==> src/hw/rtl/ddf_pkg.sv <==
// ----------------------------------------------------------------------------
// Decimal digit formatter package
// Shared types and constants for the formatter's front, queue and back end.
// ----------------------------------------------------------------------------
`default_nettype none

package ddf_pkg;

    // Largest field width in decimal places.
    localparam int unsigned MAX_DIGITS = 10;
    // Decimal places needed to hold any 32-bit value.
    localparam int unsigned DEC_DIGITS = 10;
    // Depth of the job queue between the front and the back end.
    localparam int unsigned QUEUE_DEPTH = 2;

    localparam int unsigned CFG_IDX_W = 8;

    // Padding modes.
    localparam logic [1:0] MODE_LEFT  = 2'd0;
    localparam logic [1:0] MODE_RIGHT = 2'd1;
    localparam logic [1:0] MODE_ZEROS = 2'd2;

    // Configuration register indexes.
    localparam logic [CFG_IDX_W-1:0] CFG_ZERO_CHAR     = 8'd0;
    localparam logic [CFG_IDX_W-1:0] CFG_QUESTION_CHAR = 8'd1;
    localparam logic [CFG_IDX_W-1:0] CFG_SPACE_CHAR    = 8'd2;
    localparam logic [CFG_IDX_W-1:0] CFG_END_CHAR      = 8'd3;

    typedef struct packed {
        logic [31:0] value;
        logic [1:0]  pad_mode;
        logic [3:0]  digit_count;
    } t_in_item;

    typedef struct packed {
        logic [15:0] char_code;
        logic        last;
    } t_out_item;

    typedef logic [DEC_DIGITS-1:0][3:0] t_bcd;

    // One converted item as it travels from the front to the back end.
    typedef struct packed {
        t_bcd       digits;
        logic [1:0] pad_mode;
        logic [3:0] places;
    } t_job;

    typedef struct packed {
        logic [15:0] zero_char;
        logic [15:0] question_char;
        logic [15:0] space_char;
        logic [15:0] end_char;
    } t_cfg;

endpackage

`default_nettype wire

==> src/hw/rtl/ddf_conv.sv <==
// ----------------------------------------------------------------------------
// Decimal digit formatter front end
// Accepts an item, clamps the field width and converts the value to BCD.
// ----------------------------------------------------------------------------
`default_nettype none

module ddf_conv
    import ddf_pkg::*;
(
    input  wire logic     i_clk,
    input  wire logic     i_rst_n,
    input  wire logic     i_start,
    input  wire t_in_item i_item,
    output logic          o_busy,
    output logic          o_push,
    output t_job          o_job,
    input  wire logic     i_full
);

    typedef enum logic [2:0] {
        F_IDLE = 3'b001,
        F_CONV = 3'b010,
        F_PUSH = 3'b100
    } t_fstate;

    t_fstate     r_state, n_state;
    logic [3:0]  r_cnt, n_cnt;
    logic [31:0] r_shift, n_shift;
    t_bcd        r_digits, n_digits;
    logic [1:0]  r_mode, n_mode;
    logic [3:0]  r_places, n_places;

    // One shift-and-add-three step of the binary to BCD conversion.
    function automatic t_bcd dabble(input t_bcd d, input logic b);
        t_bcd        a;
        logic [40:0] w;
        a = d;
        for (int k = 0; k < DEC_DIGITS; k++) begin
            if (a[k] >= 4'd5) begin
                a[k] = a[k] + 4'd3;
            end
        end
        w = {a, b};
        return w[39:0];
    endfunction

    always_comb begin
        n_state  = r_state;
        n_cnt    = r_cnt;
        n_shift  = r_shift;
        n_digits = r_digits;
        n_mode   = r_mode;
        n_places = r_places;
        o_push   = 1'b0;
        case (r_state)
            F_IDLE: begin
                if (i_start) begin
                    n_shift  = i_item.value;
                    n_digits = '0;
                    n_cnt    = 4'd0;
                    n_mode   = i_item.pad_mode;
                    if (i_item.digit_count == 4'd0) begin
                        n_places = 4'd1;
                    end else if (i_item.digit_count > 4'(MAX_DIGITS)) begin
                        n_places = 4'(MAX_DIGITS);
                    end else begin
                        n_places = i_item.digit_count;
                    end
                    n_state = F_CONV;
                end
            end
            F_CONV: begin
                // Two value bits enter the BCD register per cycle.
                n_digits = dabble(dabble(r_digits, r_shift[31]), r_shift[30]);
                n_shift  = {r_shift[29:0], 2'b00};
                n_cnt    = r_cnt + 4'd1;
                if (r_cnt == 4'd15) begin
                    n_state = F_PUSH;
                end
            end
            F_PUSH: begin
                if (!i_full) begin
                    o_push  = 1'b1;
                    n_state = F_IDLE;
                end
            end
            default: begin
                n_state = F_IDLE;
            end
        endcase
    end

    always_ff @(posedge i_clk) begin
        if (!i_rst_n) begin
            r_state <= F_IDLE;
            r_cnt   <= 4'd0;
        end else begin
            r_state <= n_state;
            r_cnt   <= n_cnt;
        end
        r_shift  <= n_shift;
        r_digits <= n_digits;
        r_mode   <= n_mode;
        r_places <= n_places;
    end

    assign o_busy         = (r_state != F_IDLE);
    assign o_job.digits   = r_digits;
    assign o_job.pad_mode = r_mode;
    assign o_job.places   = r_places;

endmodule

`default_nettype wire

==> src/hw/rtl/ddf_queue.sv <==
// ----------------------------------------------------------------------------
// Decimal digit formatter job queue
// Small first-in first-out buffer between the front and the back end.
// ----------------------------------------------------------------------------
`default_nettype none

module ddf_queue
    import ddf_pkg::*;
(
    input  wire logic i_clk,
    input  wire logic i_rst_n,
    input  wire logic i_push,
    input  wire t_job i_job,
    output logic      o_full,
    input  wire logic i_pop,
    output t_job      o_job,
    output logic      o_empty
);

    localparam int unsigned PTR_W = (QUEUE_DEPTH > 1) ? $clog2(QUEUE_DEPTH) : 1;
    localparam int unsigned CNT_W = $clog2(QUEUE_DEPTH + 1);

    t_job             r_mem [QUEUE_DEPTH];
    logic [PTR_W-1:0] r_wr, r_rd;
    logic [CNT_W-1:0] r_cnt;

    function automatic logic [PTR_W-1:0] bump(input logic [PTR_W-1:0] p);
        return (p == PTR_W'(QUEUE_DEPTH - 1)) ? '0 : p + 1'b1;
    endfunction

    always_ff @(posedge i_clk) begin
        if (!i_rst_n) begin
            r_wr  <= '0;
            r_rd  <= '0;
            r_cnt <= '0;
        end else begin
            if (i_push) begin
                r_wr <= bump(r_wr);
            end
            if (i_pop) begin
                r_rd <= bump(r_rd);
            end
            if (i_push && !i_pop) begin
                r_cnt <= r_cnt + 1'b1;
            end else if (i_pop && !i_push) begin
                r_cnt <= r_cnt - 1'b1;
            end
        end
    end

    always_ff @(posedge i_clk) begin
        if (i_push) begin
            r_mem[r_wr] <= i_job;
        end
    end

    assign o_job   = r_mem[r_rd];
    assign o_full  = (r_cnt == CNT_W'(QUEUE_DEPTH));
    assign o_empty = (r_cnt == '0);

endmodule

`default_nettype wire

==> src/hw/rtl/ddf_emit.sv <==
// ----------------------------------------------------------------------------
// Decimal digit formatter back end
// Walks the places of a converted item and emits at most one character per cycle.
// ----------------------------------------------------------------------------
`default_nettype none

module ddf_emit
    import ddf_pkg::*;
(
    input  wire logic i_clk,
    input  wire logic i_rst_n,
    input  wire t_cfg i_cfg,
    input  wire logic i_empty,
    input  wire t_job i_job,
    output logic      o_pop,
    output logic      o_strobe,
    output t_out_item o_res
);

    typedef enum logic [2:0] {
        E_IDLE  = 3'b001,
        E_DIGIT = 3'b010,
        E_TERM  = 3'b100
    } t_estate;

    t_estate    r_state, n_state;
    t_job       r_job, n_job;
    logic [3:0] r_pos, n_pos;
    logic       r_print, n_print;
    logic       r_strobe, n_strobe;
    t_out_item  r_res, n_res;

    logic [3:0] w_idx;
    logic [3:0] w_digit;
    logic       w_above;
    logic       w_ovf;
    logic       w_nz;

    assign w_idx   = r_pos - 4'd1;
    assign w_digit = r_job.digits[w_idx];

    // Any nonzero digit above the current place makes the top quotient ten or more.
    always_comb begin
        w_above = 1'b0;
        for (int k = 0; k < DEC_DIGITS; k++) begin
            if ((4'(k) > w_idx) && (r_job.digits[k] != 4'd0)) begin
                w_above = 1'b1;
            end
        end
    end

    assign w_ovf = (r_pos == r_job.places) && w_above;
    assign w_nz  = (w_digit != 4'd0) || w_ovf;

    always_comb begin
        n_state  = r_state;
        n_job    = r_job;
        n_pos    = r_pos;
        n_print  = r_print;
        n_strobe = 1'b0;
        n_res    = r_res;
        o_pop    = 1'b0;
        case (r_state)
            E_IDLE: begin
                if (!i_empty) begin
                    o_pop   = 1'b1;
                    n_job   = i_job;
                    n_pos   = i_job.places;
                    n_print = (i_job.pad_mode == MODE_ZEROS);
                    n_state = E_DIGIT;
                end
            end
            E_DIGIT: begin
                if (r_print || w_nz || (r_pos == 4'd1)) begin
                    n_strobe   = 1'b1;
                    n_print    = 1'b1;
                    n_res.last = 1'b0;
                    if (w_ovf) begin
                        n_res.char_code = i_cfg.question_char;
                    end else begin
                        n_res.char_code = i_cfg.zero_char + {12'd0, w_digit};
                    end
                end else if (r_job.pad_mode == MODE_RIGHT) begin
                    n_strobe        = 1'b1;
                    n_res.last      = 1'b0;
                    n_res.char_code = i_cfg.space_char;
                end
                if (r_pos == 4'd1) begin
                    n_state = E_TERM;
                end else begin
                    n_pos = r_pos - 4'd1;
                end
            end
            E_TERM: begin
                n_strobe        = 1'b1;
                n_res.last      = 1'b1;
                n_res.char_code = i_cfg.end_char;
                n_state         = E_IDLE;
            end
            default: begin
                n_state = E_IDLE;
            end
        endcase
    end

    always_ff @(posedge i_clk) begin
        if (!i_rst_n) begin
            r_state  <= E_IDLE;
            r_pos    <= 4'd1;
            r_print  <= 1'b0;
            r_strobe <= 1'b0;
        end else begin
            r_state  <= n_state;
            r_pos    <= n_pos;
            r_print  <= n_print;
            r_strobe <= n_strobe;
        end
        r_job <= n_job;
        r_res <= n_res;
    end

    assign o_strobe = r_strobe;
    assign o_res    = r_res;

endmodule

`default_nettype wire

==> src/hw/rtl/decimal_digit_formatter_top.sv <==
// ----------------------------------------------------------------------------
// Decimal digit formatter
// Turns an unsigned 32-bit value into a run of decimal character codes.
// ----------------------------------------------------------------------------
// An item is taken when start is high while busy is low. The front end
// then turns the value into BCD, two bits per cycle, and hands the job to a
// two-entry queue, waiting while the queue is full, so busy stays high from
// the accepting edge until the job is queued and no new item is taken
// before that; that converter loop sets the rate. The back end drains the
// queue on its own, one place per cycle, and its results are registered.
// Each item yields between two and eleven results, the terminator last
// with last set; a skipped leading place in left-align mode gives no
// strobe. Each result on o_res is flagged by o_res_strobe for exactly one
// cycle and the receiver cannot stall the results. Character codes are set
// through the configuration channel, which is always ready; write it only
// while no item is in flight.
`default_nettype none

module decimal_digit_formatter_top
    import ddf_pkg::*;
(
    input  wire logic                 i_clk,
    input  wire logic                 i_rst_n,
    // Item input.
    input  wire logic                 start,
    output logic                      busy,
    input  wire t_in_item             i_item,
    // Result output.
    output logic                      o_res_strobe,
    output t_out_item                 o_res,
    // Configuration write channel.
    input  wire logic                 i_cfg_valid,
    output logic                      o_cfg_ready,
    input  wire logic [CFG_IDX_W-1:0] i_cfg_index,
    input  wire logic [15:0]          i_cfg_data
);

    t_cfg r_cfg;
    t_job w_push_job;
    t_job w_pop_job;
    logic w_push;
    logic w_pop;
    logic w_full;
    logic w_empty;

    // The register file takes a write in every cycle, so the channel is
    // always ready. Indexes beyond the register list are dropped.
    assign o_cfg_ready = 1'b1;

    always_ff @(posedge i_clk) begin
        if (!i_rst_n) begin
            r_cfg.zero_char     <= 16'd162;
            r_cfg.question_char <= 16'd240;
            r_cfg.space_char    <= 16'd1;
            r_cfg.end_char      <= 16'hFFFF;
        end else if (i_cfg_valid && o_cfg_ready) begin
            case (i_cfg_index)
                CFG_ZERO_CHAR:     r_cfg.zero_char     <= i_cfg_data;
                CFG_QUESTION_CHAR: r_cfg.question_char <= i_cfg_data;
                CFG_SPACE_CHAR:    r_cfg.space_char    <= i_cfg_data;
                CFG_END_CHAR:      r_cfg.end_char      <= i_cfg_data;
                default: begin
                end
            endcase
        end
    end

    // The front end clamps the width and converts the value to BCD.
    ddf_conv u_conv (
        .i_clk   (i_clk),
        .i_rst_n (i_rst_n),
        .i_start (start),
        .i_item  (i_item),
        .o_busy  (busy),
        .o_push  (w_push),
        .o_job   (w_push_job),
        .i_full  (w_full)
    );

    // The queue lets the next conversion run while earlier runs are printed.
    ddf_queue u_queue (
        .i_clk   (i_clk),
        .i_rst_n (i_rst_n),
        .i_push  (w_push),
        .i_job   (w_push_job),
        .o_full  (w_full),
        .i_pop   (w_pop),
        .o_job   (w_pop_job),
        .o_empty (w_empty)
    );

    // The back end walks one place per cycle and ends with the terminator.
    ddf_emit u_emit (
        .i_clk    (i_clk),
        .i_rst_n  (i_rst_n),
        .i_cfg    (r_cfg),
        .i_empty  (w_empty),
        .i_job    (w_pop_job),
        .o_pop    (w_pop),
        .o_strobe (o_res_strobe),
        .o_res    (o_res)
    );

    // The front end never pushes into a full queue.
    a_no_overflow: assert property (@(posedge i_clk) disable iff (!i_rst_n)
        w_push |-> !w_full)
        else $error("job pushed into a full queue");

    // The back end never pops an empty queue.
    a_no_underflow: assert property (@(posedge i_clk) disable iff (!i_rst_n)
        w_pop |-> !w_empty)
        else $error("job popped from an empty queue");

    // An accepted item keeps the front end busy in the following cycle.
    a_busy_after_start: assert property (@(posedge i_clk) disable iff (!i_rst_n)
        (start && !busy) |=> busy)
        else $error("front end not busy after accepting an item");

    // A job always has at least one place to walk, so the terminator never
    // follows a pop directly.
    a_no_early_term: assert property (@(posedge i_clk) disable iff (!i_rst_n)
        w_pop |=> !(o_res_strobe && o_res.last))
        else $error("terminator emitted right after a job was taken");

endmodule

`default_nettype wire
==> config.mk <==
export PLATFORM = sky130hd
export DESIGN_NAME = decimal_digit_formatter_top
export DESIGN_NICKNAME = d
export VERILOG_FILES = /design/src/hw/rtl/ddf_pkg.sv /design/src/hw/rtl/ddf_conv.sv /design/src/hw/rtl/ddf_queue.sv /design/src/hw/rtl/ddf_emit.sv /design/src/hw/rtl/decimal_digit_formatter_top.sv
export SDC_FILE = /design/constraint.sdc
export NUM_CORES = 1
export LEC_CHECK = 0
export BUFFER_PORTS_ARGS = -buffer_cell sky130_fd_sc_hd__buf_2
export CORE_UTILIZATION = 60
export CTS_CLUSTER_DIAMETER = 200
export CTS_CLUSTER_SIZE = 24
export DETAILED_ROUTE_END_ITERATION = 10
export PLACE_DENSITY = 0.79
export SLEW_MARGIN = 10
export SYNTH_ARGS = -nofsm -noshare
export SYNTH_HDL_FRONTEND = slang
export SYNTH_SLANG_ARGS = --single-unit
==> constraint.sdc <==
create_clock -name i_clk -period 17.5 [get_ports i_clk]
set_input_delay 3.5 -clock i_clk [delete_from_list [all_inputs] [get_ports i_clk]]
set_output_delay 3.5 -clock i_clk [all_outputs]
set_load 0.02 [all_outputs]
After elaboration in Yosys (flattened, before gate mapping)
Memories as Yosys holds them, arrays and structs flattened. A register that Yosys moved wholly into a read port is not among the register bits.
Cells that the tools add are included.
{"block": "totals", "in_bits": 66, "register_bits": 225, "output_inout_bits": 20, "elab_cells": 256, "mem_bits_rw": 92, "mem_count": 1}
{"block": "classes", "magnitude_cmp": 32, "n_mux": 81, "addsub": 27, "reduce_logical": 49, "n_eq_ne": 24, "n_bitwise": 1}
{"name": "u_queue.r_mem", "words": 2, "word_bits": 46, "rd": 1, "rd_ports_with_merged_regs": 1, "write_ports": 1, "line": "ddf_queue.sv:23", "rtl": "t_job r_mem [QUEUE_DEPTH];"}
{"operator": "4-bit two-way mux", "count": 32}
{"operator": "4-bit by 3-bit greater-or-equal comparator with 1-bit output (second input constant)", "count": 20}
{"operator": "40-bit one-hot mux with 2 select lines", "count": 1}
{"operator": "4-bit by 2-bit adder with 4-bit output (second input constant)", "count": 18}
{"operator": "32-bit one-hot mux with 2 select lines", "count": 1}
{"operator": "4-bit nonzero test", "count": 11}
{"operator": "40-bit two-way mux", "count": 1}
{"operator": "17-bit two-way mux", "count": 2}
{"operator": "17-bit one-hot mux with 2 select lines", "count": 1}
{"operator": "32-bit two-way mux", "count": 1}
{"operator": "1-bit two-way mux", "count": 24}
{"operator": "3-bit two-way mux", "count": 8}
{"operator": "2-bit AND reduction", "count": 9}
{"operator": "16-bit by 4-bit adder with 16-bit output", "count": 1}
{"operator": "4-bit binary-select mux with 4-bit select", "count": 1}
{"operator": "8-bit by 2-bit equality test with 1-bit output (second input constant)", "count": 2}
{"operator": "3-bit by 4-bit greater-than comparator with 1-bit output (first input constant)", "count": 4}
{"operator": "16-bit two-way mux", "count": 1}
{"operator": "4-bit one-hot mux with 2 select lines", "count": 2}
{"operator": "1-bit logical AND", "count": 13}
{"operator": "3-bit one-hot mux with 3 select lines", "count": 1}
{"operator": "3-bit AND reduction", "count": 3}
{"operator": "8-bit by 1-bit equality test with 1-bit output (second input constant)", "count": 1}
{"operator": "1-bit by 4-bit greater-than comparator with 1-bit output (first input constant)", "count": 2}
{"operator": "32 further kinds", "count": 54}

Longest topological paths before layout
{"block": "depth", "depth_word": 19, "ltp_mapped": 17, "ltp_nobuf": 14}

Hierarchy
From an unflattened synthesis, not the netlist that was laid out.
{"block": "hier_totals", "hier_cells": 1246, "area_unflattened_um2": 15177.1}
{"module": "ddf_conv", "area_each_um2": 5083.6, "instances": 1, "cells_per_inst": 517, "seq_area_each_um2": 2482.4}
{"module": "ddf_emit", "area_each_um2": 3926.3, "instances": 1, "cells_per_inst": 314, "seq_area_each_um2": 2072.0}
{"module": "ddf_queue", "area_each_um2": 3549.7, "instances": 1, "cells_per_inst": 165, "seq_area_each_um2": 2862.7}
{"module": "decimal_digit_formatter_top", "area_each_um2": 2617.5, "instances": 1, "cells_per_inst": 250, "seq_area_each_um2": 1281.2}

Worst setup path after synthesis
OpenSTA, ideal clock, no wires.
{"block": "synth_path", "path_kind": "input port to flip-flop", "from": "input start", "to": "register u_conv.r_cnt[2]", "slack_ns": 7.722, "setup_time_ns": 0.132, "path_stages": 5, "arrival_time_ns": 9.646, "path_cell_list": "nand3b_1 -> o21ai_0 -> o21ai_0 -> nand2_1 -> a21oi_1"}
{"block": "synth_between", "elab_chain_len": 2}
{"element": "start: declaration", "line": "decimal_digit_formatter_top.sv:25", "rtl": "input wire logic start,"}
{"element": "2-bit inequality test (no source line)"}
{"element": "2-bit AND reduction (no source line)"}
{"element": "end signal: assignment", "line": "ddf_conv.sv:99", "rtl": "r_cnt <= n_cnt;"}
{"element": "end: declaration", "line": "ddf_conv.sv:27", "rtl": "logic [3:0] r_cnt, n_cnt;"}
No other way between the ends.
A chain may end at the register's enable or synchronous reset.

Worst setup path in the final report
{"block": "layout_path", "from": "input i_cfg_index[4]", "to": "register r_cfg[40] (netlist name)"}
{"block": "layout_between", "elab_chain_len": 2}
{"element": "start: declaration", "line": "decimal_digit_formatter_top.sv:34", "rtl": "input wire logic [CFG_IDX_W-1:0] i_cfg_index,"}
{"element": "8-bit by 1-bit equality test with 1-bit output", "line": "decimal_digit_formatter_top.sv:57", "rtl": "case (i_cfg_index)"}
{"element": "2-bit AND reduction (no source line)"}
{"element": "end: declaration", "line": "decimal_digit_formatter_top.sv:38", "rtl": "t_cfg r_cfg;"}
No other way between the ends.

==> metrics <==
Rows 57; H-tree levels 1; synth warn 0; Yosys top cell by area edfxtp_1; hold_buf cts 0; area post-placement 15500 µm²; fmax 181 MHz; setup TNS 0 ns; Mapped Area 14800 µm²; Synth top area share 47.4%; setup bufs post-CTS 0; Net Count, Synth 1347; CTS sink count 318; Slew Viols, Final 0; max_slew headroom 24.9%; Seq/Total Area, Yosys 58.9%; Hold Path Class register to register; Setup Crit Path Kind input port to register; crit path launch i_cfg_index[4]; Buffers on Ports 84; Tightest Pin Transition 1.13 ns; reg2reg setup slack 12.29 ns; crit path max fanout 16; share of flip-flops with an asynchronous set or reset 0%; DRT iter0 DRCs 532; top cells by area, synth edfxtp_1, dfxtp_1, mux2i_1; Post-Synthesis Cells 1231; routed length per instance 15.9 µm; worst path required time 17.86 ns; Power per Cell Area 118 nW/µm²; Num CTS Buffers 17; Die X 159 µm; vias in the first global route 8772; Starting Density 60.9%; top cells by count, synth edfxtp_1, nand2_1, nor2_1; DRT Pass-1 Iters 5; final hold violations 0; Pleak 0.00627 µW; Via density 5.62; Inst Count DP 1597; total I/O pin count 86; total gr overflow 0; gr usage total 20.5%; Finish-stage setup viols 0; GPL Wtd Cong 0.843; first-pass GRT wire length 42800 µm; Routed Antenna Nets 0; routed via count 9135; Max-cap violations 0; Worst Skew 0.0161 ns; status finished clean; Final Util 65.8%; worst skew pair latency 0.51 ns; die area 25300 µm²; antenna cells 0; initial antenna violation count 0; CP endpoint kind register; Chip Height 159 µm; Design Area, Final 15900 µm²; DRC violations left 0; Max Buffers Root-to-Sink 3; total power 1880 µW; crit path DAT 5.90 ns; maximum VDD drop 0.0850 mV; core area 24200 µm²; Cell variety after synth 60; final cell count without fillers 1626; Post-Syn Area per Cell 12.0 µm²; Layout area overhead 7.93%; Nets 1408; CTS tree built; synthesized flop and latch total 318; largest net degree at the start of global routing 77; total wire length 25900 µm; layout cells sized above 1 15.3%; Final Cycle Share 31.6%; DPL Wire Length 17000 µm; number of enable flip-flop cells after synthesis 233; most numerous cell in the Yosys netlist edfxtp_1; CP Launch Type input port; Top FF cell, synth edfxtp_1; post_cts resized 0; hold path start u_conv.r_mode[0]; Clock Pin Slew Worst Setup and Hold Paths 0.09 ns; min cycle time layout 5.54 ns; FF-to-FF Start u_emit.r_pos[0]; RSZ-0062 raised after global routing no; Root Driver clkbuf_16
cell type report:
cell class	instances	area, µm²
Clock inverter	2	28.8
Clock buffer	27	463
Inverter	48	180
Fill cell	1800	8300
Tap cell	324	405
Multi-Input combinational cell	814	5680
Timing Repair Buffer	93	488
Sequential cell	318	8700
metrics by stage:
stage / setup slack (ns) / hold slack (ns)
2_1_floorplan: 7.72 / 0.421
3_5_place_dp: 11.43 / 0.440
3_3_place_gp: 11.50 / 0.427
6_report: 11.96 / 0.455
4_1_cts: 11.94 / 0.451
5_1_grt: 11.76 / 0.480
worst max-delay path, stage by stage:
cell      delay, ns
buf_2          0.09
or4b_2         0.67
nor4_2         0.32
nand3b_1       0.84
mux2i_1        0.41
nor2_1         0.06
cell usage in the layout, fill, tap and decap left out, types with 9 or more instances in the layout:
master	instances
a21oi_1	71
or3_1	10
mux2i_1	84
inv_1	47
nand4_1	12
clkbuf_1	10
xor2_1	12
clkbuf_16	17
mux2_2	67
nand2b_1	25
nand3_1	27
o21ai_0	24
dfxtp_1	84
a31oi_1	9
nor4_1	12
buf_4	9
nor2_1	97
nand2_1	171
a21boi_0	9
edfxtp_1	233
nor3b_1	19
xnor2_1	32
ha_1	49
buf_2	84
a21o_1	11
power breakdown:
group / total (µW) / switching (µW) / leakage, µW / internal [µW]
logic: 486 / 266 / 0.00318 / 220
clock network: 420 / 233 / 0.000236 / 188
registers: 969 / 65.9 / 0.00285 / 903
total: 1880 / 564 / 0.00627 / 1310
registers in the layout (all words and copies together), names as in the netlist, 4 cells and up, named ones only:
name / cells
u_conv.r_places: 4
u_queue.r_mem: 92
u_emit.r_pos: 4
u_conv.r_shift: 32
r_cfg: 64
u_conv.r_cnt: 4
u_emit.o_res: 17
u_conv.o_job: 40
u_emit.r_job: 46
per-layer routing:
| layer | vias to the layer above | routed length (µm) | track usage, % |
|---|---|---|---|
| met5 | - | 0 | 0 |
| met4 | 0 | 456 | 5.11 |
| met3 | 29 | 1040 | 2.40 |
| met2 | 197 | 12700 | 35.9 |
| met1 | 4395 | 11700 | 27.3 |
| li1 | 4514 | - | - |
cells by family after synthesis:
logic type / share of synthesized area (%)
AND/OR/NAND/NOR: 13.1
flip-flops: 58.9
multiplexers: 12.1
AO/OA/AOI/OAI: 6.01
buffers and inverters: 2.93
adder cells (fa/ha/maj): 4.35
XOR/XNOR: 2.61
other: 0.0254
final timing paths:
path / to / cells past startpoint
setup / recovery: r_cfg[40] / 6
hold / removal: u_queue.r_mem[0][4] / 0
setup reg to reg: u_emit.o_res[11] / 14
hold reg to reg: u_queue.r_mem[0][4] / 0
No activity file was read; power rests on OpenSTA's default activity.
